File: src/hw/rtl/tqv_pkg.sv
package tqv_pkg;

	// field widths
	localparam int TqvValueW   = 16;
	localparam int TqvCoordW   = 8;
	localparam int TqvRegW     = 9;
	localparam int TqvTexW     = 13;
	localparam int TqvSlotW    = 18;
	localparam int TqvPosW     = 17;
	localparam int TqvUvW      = 24;
	localparam int TqvCornerW  = 2;
	localparam int TqvCfgIdxW  = 2;
	localparam int TqvCfgDataW = 13;

	// map bounds
	localparam int TqvMaxColumns = 256;
	localparam int TqvMaxRows    = 256;
	localparam int TqvBoundW     = 14;

	// tileset index divider
	localparam int TqvIndexW    = 15;
	localparam int TqvRemW      = 13;
	localparam int TqvPerRowW   = 13;
	localparam int TqvDivSteps  = 3;
	localparam int TqvDivStages = TqvIndexW / TqvDivSteps;

	// register indexes
	localparam logic [TqvCfgIdxW-1:0] TqvCfgMapColumns   = 2'd0;
	localparam logic [TqvCfgIdxW-1:0] TqvCfgTileWidth    = 2'd1;
	localparam logic [TqvCfgIdxW-1:0] TqvCfgTileHeight   = 2'd2;
	localparam logic [TqvCfgIdxW-1:0] TqvCfgTextureWidth = 2'd3;

	// corner codes
	localparam logic [TqvCornerW-1:0] TqvCornerTl = 2'd0;
	localparam logic [TqvCornerW-1:0] TqvCornerTr = 2'd1;
	localparam logic [TqvCornerW-1:0] TqvCornerBr = 2'd2;
	localparam logic [TqvCornerW-1:0] TqvCornerBl = 2'd3;

	typedef struct packed {
		logic [TqvRemW-1:0]   rem;
		logic [TqvIndexW-1:0] num;
	} tqv_div_t;

	// one restoring step: quotient bits shift into num from the bottom
	function automatic tqv_div_t tqv_div_step(tqv_div_t cur, logic [TqvPerRowW-1:0] divisor);
		logic [TqvRemW:0] rem_sh;
		tqv_div_t         nxt;
		rem_sh  = {cur.rem, cur.num[TqvIndexW-1]};
		nxt.num = {cur.num[TqvIndexW-2:0], 1'b0};
		nxt.rem = rem_sh[TqvRemW-1:0];
		if (rem_sh >= divisor) begin
			nxt.rem    = TqvRemW'(rem_sh - divisor);
			nxt.num[0] = 1'b1;
		end
		return nxt;
	endfunction

endpackage

File: src/hw/rtl/tqv_div_stage.sv
module tqv_div_stage (
	input  logic                                clk,
	input  logic                                arst_n,
	input  logic                                en,
	input  logic                                in_valid,
	input  tqv_pkg::tqv_div_t                   in_data,
	input  logic [tqv_pkg::TqvPerRowW-1:0]      divisor,
	output logic                                out_valid,
	output tqv_pkg::tqv_div_t                   out_data
);

	tqv_pkg::tqv_div_t step_d [tqv_pkg::TqvDivSteps+1];
	logic              valid_s1;
	tqv_pkg::tqv_div_t data_s1;

	always_comb begin
		step_d[0] = in_data;
		for (int i = 0; i < tqv_pkg::TqvDivSteps; i++) begin
			step_d[i+1] = tqv_pkg::tqv_div_step(step_d[i], divisor);
		end
	end

	always_ff @(posedge clk or negedge arst_n) begin
		if (!arst_n) begin
			valid_s1 <= 1'b0;
		end else if (en) begin
			valid_s1 <= in_valid;
		end
	end

	always_ff @(posedge clk) begin
		if (en) begin
			data_s1 <= step_d[tqv_pkg::TqvDivSteps];
		end
	end

	assign out_valid = valid_s1;
	assign out_data  = data_s1;

endmodule

File: src/hw/rtl/tile_quad_vertex_generator.sv
// A tile passes stage 1, divider stages 2 to 6, stage 7 and the quad register before its first
// vertex beat on the master side. A non-empty tile holds the pipe while the quad register sends
// its four vertex beats; empty or dropped tiles pass at one per cycle when no quad is being sent.
// Seven pipeline stages then a quad register. A write to tile_width or texture_width runs a serial
// divide for tiles per row with s_tready low. Reset loads the register defaults and empties the pipe.
module tile_quad_vertex_generator #(
	parameter int MaxColumns = tqv_pkg::TqvMaxColumns,
	parameter int MaxRows    = tqv_pkg::TqvMaxRows
) (
	input  logic         clk,
	input  logic         arst_n,
	input  logic         s_tvalid,
	output logic         s_tready,
	input  logic [31:0]  s_tdata,   // tile_value[15:0], tile_column[23:16], tile_row[31:24]
	output logic         m_tvalid,
	input  logic         m_tready,
	// vertex_slot[17:0], screen_x[34:18], screen_y[51:35], texture_u[75:52],
	// texture_v[99:76], zero[103:100]
	output logic [103:0] m_tdata,
	output logic [1:0]   m_tuser,   // corner[1:0]
	output logic         m_tlast,
	input  logic         cfg_valid,
	output logic         cfg_ready,
	input  logic [tqv_pkg::TqvCfgIdxW-1:0]  cfg_index,
	input  logic [tqv_pkg::TqvCfgDataW-1:0] cfg_data
);

	localparam int Stages = tqv_pkg::TqvDivStages;

	typedef struct packed {
		logic [15:0]                  slot;
		logic [tqv_pkg::TqvPosW-1:0]  sx;
		logic [tqv_pkg::TqvPosW-1:0]  sy;
	} tqv_side_t;

	// configuration
	logic [tqv_pkg::TqvRegW-1:0]    map_columns_q;
	logic [tqv_pkg::TqvRegW-1:0]    tile_width_q;
	logic [tqv_pkg::TqvRegW-1:0]    tile_height_q;
	logic [tqv_pkg::TqvTexW-1:0]    texture_width_q;
	logic [tqv_pkg::TqvPerRowW-1:0] per_row_q;
	logic                           cdiv_start_q;
	logic [3:0]                     cdiv_cnt_q;
	logic [tqv_pkg::TqvRegW:0]      cdiv_rem_q;
	logic [tqv_pkg::TqvTexW-1:0]    cdiv_num_q;
	logic [tqv_pkg::TqvRegW:0]      cdiv_sh;
	logic                           cdiv_ge;
	logic [tqv_pkg::TqvTexW-1:0]    cdiv_num_nxt;
	logic                           cdiv_busy;
	logic                           cfg_beat;

	// input decode
	logic [tqv_pkg::TqvValueW-1:0] in_value;
	logic [tqv_pkg::TqvCoordW-1:0] in_col;
	logic [tqv_pkg::TqvCoordW-1:0] in_row;
	logic                          in_keep;
	logic                          s_beat;
	logic                          en;

	// stage 1
	logic                           valid_s1;
	tqv_pkg::tqv_div_t              div_s1;
	logic [tqv_pkg::TqvCoordW-1:0]  col_s1;
	logic [tqv_pkg::TqvPosW-1:0]    rowmc_s1;
	logic [tqv_pkg::TqvPosW-1:0]    sx_s1;
	logic [tqv_pkg::TqvPosW-1:0]    sy_s1;

	// divider chain, stages 2 to 6
	logic              div_valid [Stages+1];
	tqv_pkg::tqv_div_t div_data  [Stages+1];
	tqv_side_t         side_s2, side_s3, side_s4, side_s5, side_s6;

	// stage 7
	logic                          valid_s7;
	tqv_side_t                     side_s7;
	logic [tqv_pkg::TqvUvW-1:0]    u_s7;
	logic [tqv_pkg::TqvUvW-1:0]    v_s7;

	// quad register
	logic                            quad_valid_q;
	logic [tqv_pkg::TqvCornerW-1:0]  corner_q;
	tqv_side_t                       quad_side_q;
	logic [tqv_pkg::TqvUvW-1:0]      quad_u_q;
	logic [tqv_pkg::TqvUvW-1:0]      quad_v_q;
	logic                            right;
	logic                            bottom;
	logic [tqv_pkg::TqvPosW-1:0]     out_sx;
	logic [tqv_pkg::TqvPosW-1:0]     out_sy;
	logic [tqv_pkg::TqvUvW-1:0]      out_u;
	logic [tqv_pkg::TqvUvW-1:0]      out_v;

	// ---------------- configuration ----------------
	assign cfg_ready = 1'b1;
	assign cfg_beat  = cfg_valid && cfg_ready;

	always_ff @(posedge clk or negedge arst_n) begin
		if (!arst_n) begin
			map_columns_q   <= 9'd1;
			tile_width_q    <= 9'd16;
			tile_height_q   <= 9'd16;
			texture_width_q <= 13'd256;
		end else if (cfg_beat) begin
			unique case (cfg_index)
				tqv_pkg::TqvCfgMapColumns:   map_columns_q   <= cfg_data[tqv_pkg::TqvRegW-1:0];
				tqv_pkg::TqvCfgTileWidth:    tile_width_q    <= cfg_data[tqv_pkg::TqvRegW-1:0];
				tqv_pkg::TqvCfgTileHeight:   tile_height_q   <= cfg_data[tqv_pkg::TqvRegW-1:0];
				tqv_pkg::TqvCfgTextureWidth: texture_width_q <= cfg_data;
				default: ;
			endcase
		end
	end

	// tiles per row = texture_width / tile_width, one quotient bit per cycle
	assign cdiv_sh      = {cdiv_rem_q[tqv_pkg::TqvRegW-1:0], cdiv_num_q[tqv_pkg::TqvTexW-1]};
	assign cdiv_ge      = cdiv_sh >= {1'b0, tile_width_q};
	assign cdiv_num_nxt = {cdiv_num_q[tqv_pkg::TqvTexW-2:0], cdiv_ge};
	assign cdiv_busy    = cdiv_start_q || (cdiv_cnt_q != 4'd0);

	always_ff @(posedge clk or negedge arst_n) begin
		if (!arst_n) begin
			cdiv_start_q <= 1'b0;
			cdiv_cnt_q   <= 4'd0;
			per_row_q    <= 13'd16;
		end else begin
			cdiv_start_q <= cfg_beat && (cfg_index == tqv_pkg::TqvCfgTileWidth
				|| cfg_index == tqv_pkg::TqvCfgTextureWidth);
			if (cdiv_start_q) begin
				cdiv_cnt_q <= 4'(tqv_pkg::TqvTexW);
			end else if (cdiv_cnt_q != 4'd0) begin
				cdiv_cnt_q <= cdiv_cnt_q - 4'd1;
				if (cdiv_cnt_q == 4'd1) begin
					per_row_q <= cdiv_num_nxt;
				end
			end
		end
	end

	always_ff @(posedge clk) begin
		if (cdiv_start_q) begin
			cdiv_rem_q <= '0;
			cdiv_num_q <= texture_width_q;
		end else if (cdiv_cnt_q != 4'd0) begin
			cdiv_rem_q <= cdiv_ge ? (cdiv_sh - {1'b0, tile_width_q}) : cdiv_sh;
			cdiv_num_q <= cdiv_num_nxt;
		end
	end

	// ---------------- input and stage 1 ----------------
	assign en       = !quad_valid_q || (m_tready && corner_q == tqv_pkg::TqvCornerBl);
	assign s_tready = en && !cdiv_busy;
	assign s_beat   = s_tvalid && s_tready;

	assign in_value = s_tdata[15:0];
	assign in_col   = s_tdata[23:16];
	assign in_row   = s_tdata[31:24];

	// drop empty or negative entries, a zero tile width, a texture narrower than a tile and tiles outside the map
	assign in_keep = !in_value[tqv_pkg::TqvValueW-1] && (in_value != '0)
		&& (tile_width_q != '0) && (texture_width_q >= {4'd0, tile_width_q})
		&& ({1'b0, in_col} < map_columns_q)
		&& ({6'd0, in_col} < tqv_pkg::TqvBoundW'(MaxColumns))
		&& ({6'd0, in_row} < tqv_pkg::TqvBoundW'(MaxRows));

	always_ff @(posedge clk or negedge arst_n) begin
		if (!arst_n) begin
			valid_s1 <= 1'b0;
		end else if (en) begin
			valid_s1 <= s_beat && in_keep;
		end
	end

	always_ff @(posedge clk) begin
		if (en) begin
			div_s1.rem <= '0;
			div_s1.num <= tqv_pkg::TqvIndexW'(in_value - 16'd1);
			col_s1     <= in_col;
			rowmc_s1   <= {9'd0, in_row} * {8'd0, map_columns_q};
			sx_s1      <= {9'd0, in_col} * {8'd0, tile_width_q};
			sy_s1      <= {9'd0, in_row} * {8'd0, tile_height_q};
		end
	end

	// ---------------- index divide, stages 2 to 6 ----------------
	assign div_valid[0] = valid_s1;
	assign div_data[0]  = div_s1;

	for (genvar g = 0; g < Stages; g++) begin : g_div
		tqv_div_stage u_div (
			.clk       (clk),
			.arst_n    (arst_n),
			.en        (en),
			.in_valid  (div_valid[g]),
			.in_data   (div_data[g]),
			.divisor   (per_row_q),
			.out_valid (div_valid[g+1]),
			.out_data  (div_data[g+1])
		);
	end

	always_ff @(posedge clk) begin
		if (en) begin
			side_s2.slot <= 16'(rowmc_s1 + {9'd0, col_s1});
			side_s2.sx   <= sx_s1;
			side_s2.sy   <= sy_s1;
			side_s3      <= side_s2;
			side_s4      <= side_s3;
			side_s5      <= side_s4;
			side_s6      <= side_s5;
		end
	end

	// ---------------- stage 7: texture origin ----------------
	always_ff @(posedge clk or negedge arst_n) begin
		if (!arst_n) begin
			valid_s7 <= 1'b0;
		end else if (en) begin
			valid_s7 <= div_valid[Stages];
		end
	end

	always_ff @(posedge clk) begin
		if (en) begin
			side_s7 <= side_s6;
			u_s7    <= {11'd0, div_data[Stages].rem} * {15'd0, tile_width_q};
			v_s7    <= {9'd0, div_data[Stages].num} * {15'd0, tile_height_q};
		end
	end

	// ---------------- quad register, four beats per tile ----------------
	always_ff @(posedge clk or negedge arst_n) begin
		if (!arst_n) begin
			quad_valid_q <= 1'b0;
			corner_q     <= tqv_pkg::TqvCornerTl;
		end else if (en) begin
			quad_valid_q <= valid_s7;
			corner_q     <= tqv_pkg::TqvCornerTl;
		end else if (m_tready) begin
			corner_q <= corner_q + 2'd1;
		end
	end

	always_ff @(posedge clk) begin
		if (en && valid_s7) begin
			quad_side_q <= side_s7;
			quad_u_q    <= u_s7;
			quad_v_q    <= v_s7;
		end
	end

	assign right  = (corner_q == tqv_pkg::TqvCornerTr) || (corner_q == tqv_pkg::TqvCornerBr);
	assign bottom = (corner_q == tqv_pkg::TqvCornerBr) || (corner_q == tqv_pkg::TqvCornerBl);

	assign out_sx = quad_side_q.sx + (right  ? {8'd0, tile_width_q}  : '0);
	assign out_sy = quad_side_q.sy + (bottom ? {8'd0, tile_height_q} : '0);
	assign out_u  = quad_u_q + (right  ? {15'd0, tile_width_q}  : '0);
	assign out_v  = quad_v_q + (bottom ? {15'd0, tile_height_q} : '0);

	assign m_tvalid = quad_valid_q;
	assign m_tdata  = {4'd0, out_v, out_u, out_sy, out_sx, quad_side_q.slot, corner_q};
	assign m_tuser  = corner_q;
	assign m_tlast  = corner_q == tqv_pkg::TqvCornerBl;

	// ---------------- assertions ----------------
	a_no_accept_while_dividing: assert property (@(posedge clk) disable iff (!arst_n)
		cdiv_busy |-> !s_tready)
		else $error("tile accepted during tiles-per-row divide");

	a_corner_advance: assert property (@(posedge clk) disable iff (!arst_n)
		m_tvalid && m_tready && !m_tlast |=> m_tvalid && (m_tuser == $past(m_tuser) + 2'd1))
		else $error("vertex corner did not advance by one");

	a_quad_starts_tl: assert property (@(posedge clk) disable iff (!arst_n)
		m_tvalid && m_tready && m_tlast |=> !m_tvalid || (m_tuser == tqv_pkg::TqvCornerTl))
		else $error("new quad did not start at the top-left corner");

	a_s7_holds: assert property (@(posedge clk) disable iff (!arst_n)
		valid_s7 && !en |=> valid_s7 && $stable(u_s7) && $stable(v_s7))
		else $error("stage 7 changed during a stall");

endmodule

File: config.mk
export PLATFORM = sky130hd
export DESIGN_NAME = tile_quad_vertex_generator
export DESIGN_NICKNAME = d
export VERILOG_FILES = /design/src/hw/rtl/tqv_pkg.sv /design/src/hw/rtl/tqv_div_stage.sv /design/src/hw/rtl/tile_quad_vertex_generator.sv
export SDC_FILE = /design/constraint.sdc
export NUM_CORES = 2
export LEC_CHECK = 0
export BUFFER_PORTS_ARGS = -buffer_cell sky130_fd_sc_hd__buf_2
export CAP_MARGIN = 10
export CORE_ASPECT_RATIO = 1.75
export CORE_MARGIN = 3
export CORE_UTILIZATION = 60
export CTS_CLUSTER_SIZE = 16
export DETAILED_ROUTE_END_ITERATION = 16
export PLACE_DENSITY = 0.87
export SLEW_MARGIN = 20
export SYNTH_ARGS = -nofsm -noshare
export SYNTH_HDL_FRONTEND = slang
export SYNTH_SLANG_ARGS = --single-unit
File: constraint.sdc
create_clock -name clk -period 16.3 [get_ports clk]
set_clock_uncertainty 0.2 [all_clocks]
set_input_delay 1.63 -clock clk [delete_from_list [all_inputs] [get_ports clk]]
set_output_delay 1.63 -clock clk [all_outputs]
set_load 0.1 [all_outputs]
==> flow_summary.json <==
{
  "cp.arrival_ns": 9.82,
  "drive_above_1_share_pct": 9.81,
  "ys_ff_latch": 745,
  "ant_nets": 0,
  "yosysSeqAreaShare_pct": 42.6,
  "dieWidth_um": 228,
  "synth_edf_count": 668,
  "fin_crit_sh_pct": 59.0,
  "cts.reportedPaths.clkPinSlew_ns": 0.07,
  "finalHoldViolCount": 0,
  "synth_top_area_share_pct": 38.9,
  "ctsResizeCount": 0,
  "antenna_found_initial": 8,
  "n_fill_cell": 6023,
  "worst_path_max_delay_cell": "dfrtp_1",
  "status": "finished, final reports clean",
  "coreArea_um2": 84900,
  "path_max_fanout": 30,
  "seq_area_um2": 21900,
  "initial_core_util_pct": 60.8,
  "die_y_um": 394,
  "via_per_inst": 5.93,
  "synth.avg_cell_area_um2": 11.3,
  "cts.sinks": 745,
  "relSlewSlack_pct": 28.4,
  "final_core_util_pct": 65.7,
  "worstSetupPathType": "flop to flop",
  "first_pass_iters": 6,
  "rows": 141,
  "drc": 0,
  "max-clock-path-buffers": 3,
  "grt_pass1_vias": 36614,
  "cts_made_buffers": 68,
  "grt.overflow.total": 0,
  "grt_max_degree": 184,
  "synth.distinct_cells": 93,
  "yosysTopAreaCell": "edfxtp_1",
  "dp.final_hpwl_um": 87100,
  "grt_setup_unrepaired": "no",
  "end_kind": "flop",
  "grt_pass1_wl_um": 187000,
  "synth_area_um2": 51600,
  "area_growth_pct": 8.12,
  "critPathLaunchType": "flop",
  "post_cts_buffers": 0,
  "synth_common_cells": "edfxtp_1, inv_1, ha_1",
  "routed-via-count": 34942,
  "port_buffers": 155,
  "crit_path_max_incr_delay_ns": 0.74,
  "drtIter0Drc": 2636,
  "postSynthCellCount": 4564,
  "cts-root-buf": "clkbuf_16",
  "tightest_slew_ns": 1.07,
  "gp_congestion": 0.983,
  "cts_hold_buf": 0,
  "max_freq_ghz": 0.104,
  "avgRoutedWirePerCell_um": 20.2,
  "multi_input_area_um2": 27100,
  "ys.flop_type": "edfxtp_1",
  "maxSlewViolCount": 0,
  "wl_um": 119000,
  "async_reset_ff_share_pct": 9.13,
  "setup_viol": 0,
  "grt_use_total_pct": 26.9,
  "htreeDepth": 3,
  "cts_tree": "done",
  "cap_violations": 0,
  "final_nets": 5509,
  "min_path_type": "flop to flop",
  "cp_common_cell": "a21oi_1",
  "ios": 162,
  "synth.most_common_cell": "edfxtp_1",
  "clkLatencyLatePin_ns": 0.66,
  "yosysWarnings": 0,
  "period_minus_slack_ns": 9.62,
  "critPathRequiredTime_ns": 16.50,
  "dieArea_um2": 89600,
  "synth.area.top_cells": "edfxtp_1, fa_1, ha_1, inv_1, xnor2_1",
  "finalSetupTns_ns": 0
}
## routing by layer
metal  global-route usage, %  routed length, um
met5                       0                 46
met4                    18.3               8950
met3                    4.20               7620
met2                    48.2              62000
met1                    28.8              40500
## state kept, by name (all words and copies together), names as in the netlist, 22 cells and up
| signal | cells |
|---|---|
| side_s3 | 50 |
| side_s6 | 50 |
| v_s7 | 24 |
| quad_side_q | 34 |
| g_div.u_div.out_data | 140 |
| u_s7 | 22 |
| side_s2 | 50 |
| side_s4 | 50 |
| quad_u_q | 22 |
| quad_v_q | 24 |
| side_s5 | 50 |
| side_s7 | 50 |
## final timing paths
kind                                                     to    startpoint  cells past startpoint  slack, ns
worst min register to register               quad_side_q[8]    side_s7[8]                      0       0.21
worst min-delay path                         quad_side_q[8]    side_s7[8]                      0       0.21
min in group asynchronous                  map_columns_q[8]        arst_n                      1       0.93
worst max register to register  g_div[3].u_div.out_data[16]  per_row_q[1]                     30       6.68
max in group asynchronous                          valid_s7        arst_n                      1      14.29
worst max-delay path            g_div[3].u_div.out_data[16]  per_row_q[1]                     30       6.68
## per-stage QoR
| step | instances | hold slack, ns | worst slack, ns | area, um2 |
|---|---|---|---|---|
| CTS | 5884 | 0.213 | 6.48 | 55700 |
| global route | 5885 | 0.218 | 6.21 | 55700 |
| finish | 5891 | 0.213 | 6.68 | 55700 |
| global placement | 5762 | 0.200 | 6.53 | 53400 |
| detailed placement | 5762 | 0.205 | 6.49 | 53400 |
| floorplan | 4568 | 0.200 | 1.96 | 51600 |
## layout make-up
cell class              instances  area share [%]
well taps                    1144            2.57
flip-flops and latches        745            39.4
diodes                          6          0.0269
clock inverters                41           0.840
repair buffers                190            1.90
clock buffers                  81            3.27
inverters                     496            3.35
multi-input cells            3188            48.7
## logic make-up (layout without fill, tap and decap cells)
logic type	after synthesis	count (layout)	share of synthesized area, %
other cells	2	12	0.0146
buf+inv	635	808	4.88
flops	745	745	42.6
simple gates	1240	1240	11.6
compound gates	706	706	8.96
fa+ha+maj	768	768	23.2
xor+xnor	285	285	4.84
mux	183	183	3.90
## layout by cell type (no fill, tap or decap), types with 10 or more instances in the layout
cell	Yosys	final
a211o_1	12	12
a211oi_1	29	29
a21boi_0	34	33
a21o_1	63	63
a21oi_1	201	201
a31oi_1	12	12
and2_1	228	228
and3_1	17	17
buf_2	11	154
buf_4	25	33
clkbuf_16	0	71
dfrtp_1	63	63
edfxtp_1	668	668
fa_1	315	315
ha_1	453	453
inv_1	495	494
mux2_2	108	108
mux2i_1	61	61
nand2_1	439	439
nand2b_1	25	25
nand3_1	54	54
nand4_1	31	31
nor2_1	232	231
nor2b_1	56	55
nor3_1	71	71
nor4_1	17	17
o2111ai_1	11	11
o211ai_1	10	10
o21a_1	40	40
o21ai_0	161	161
o21bai_1	16	16
o22ai_1	16	16
o31ai_1	11	11
o41ai_1	11	11
or2_2	16	16
or3_1	25	25
xnor2_1	212	212
xor2_1	73	73
## worst max-delay path, delay by kind of cell (launching register included)
family	cells	cell delay, ns
AOI/OAI and AO/OA	15	4.24
adders and majority gates	3	1.23
buffers and inverters	4	0.89
DFF	1	0.74
muxes	2	0.62
and+or+nand+nor	6	1.38
Power is left out: the tool's default activity adds up to more than one toggle a clock period on the data nets, which glitch-free logic cannot reach.
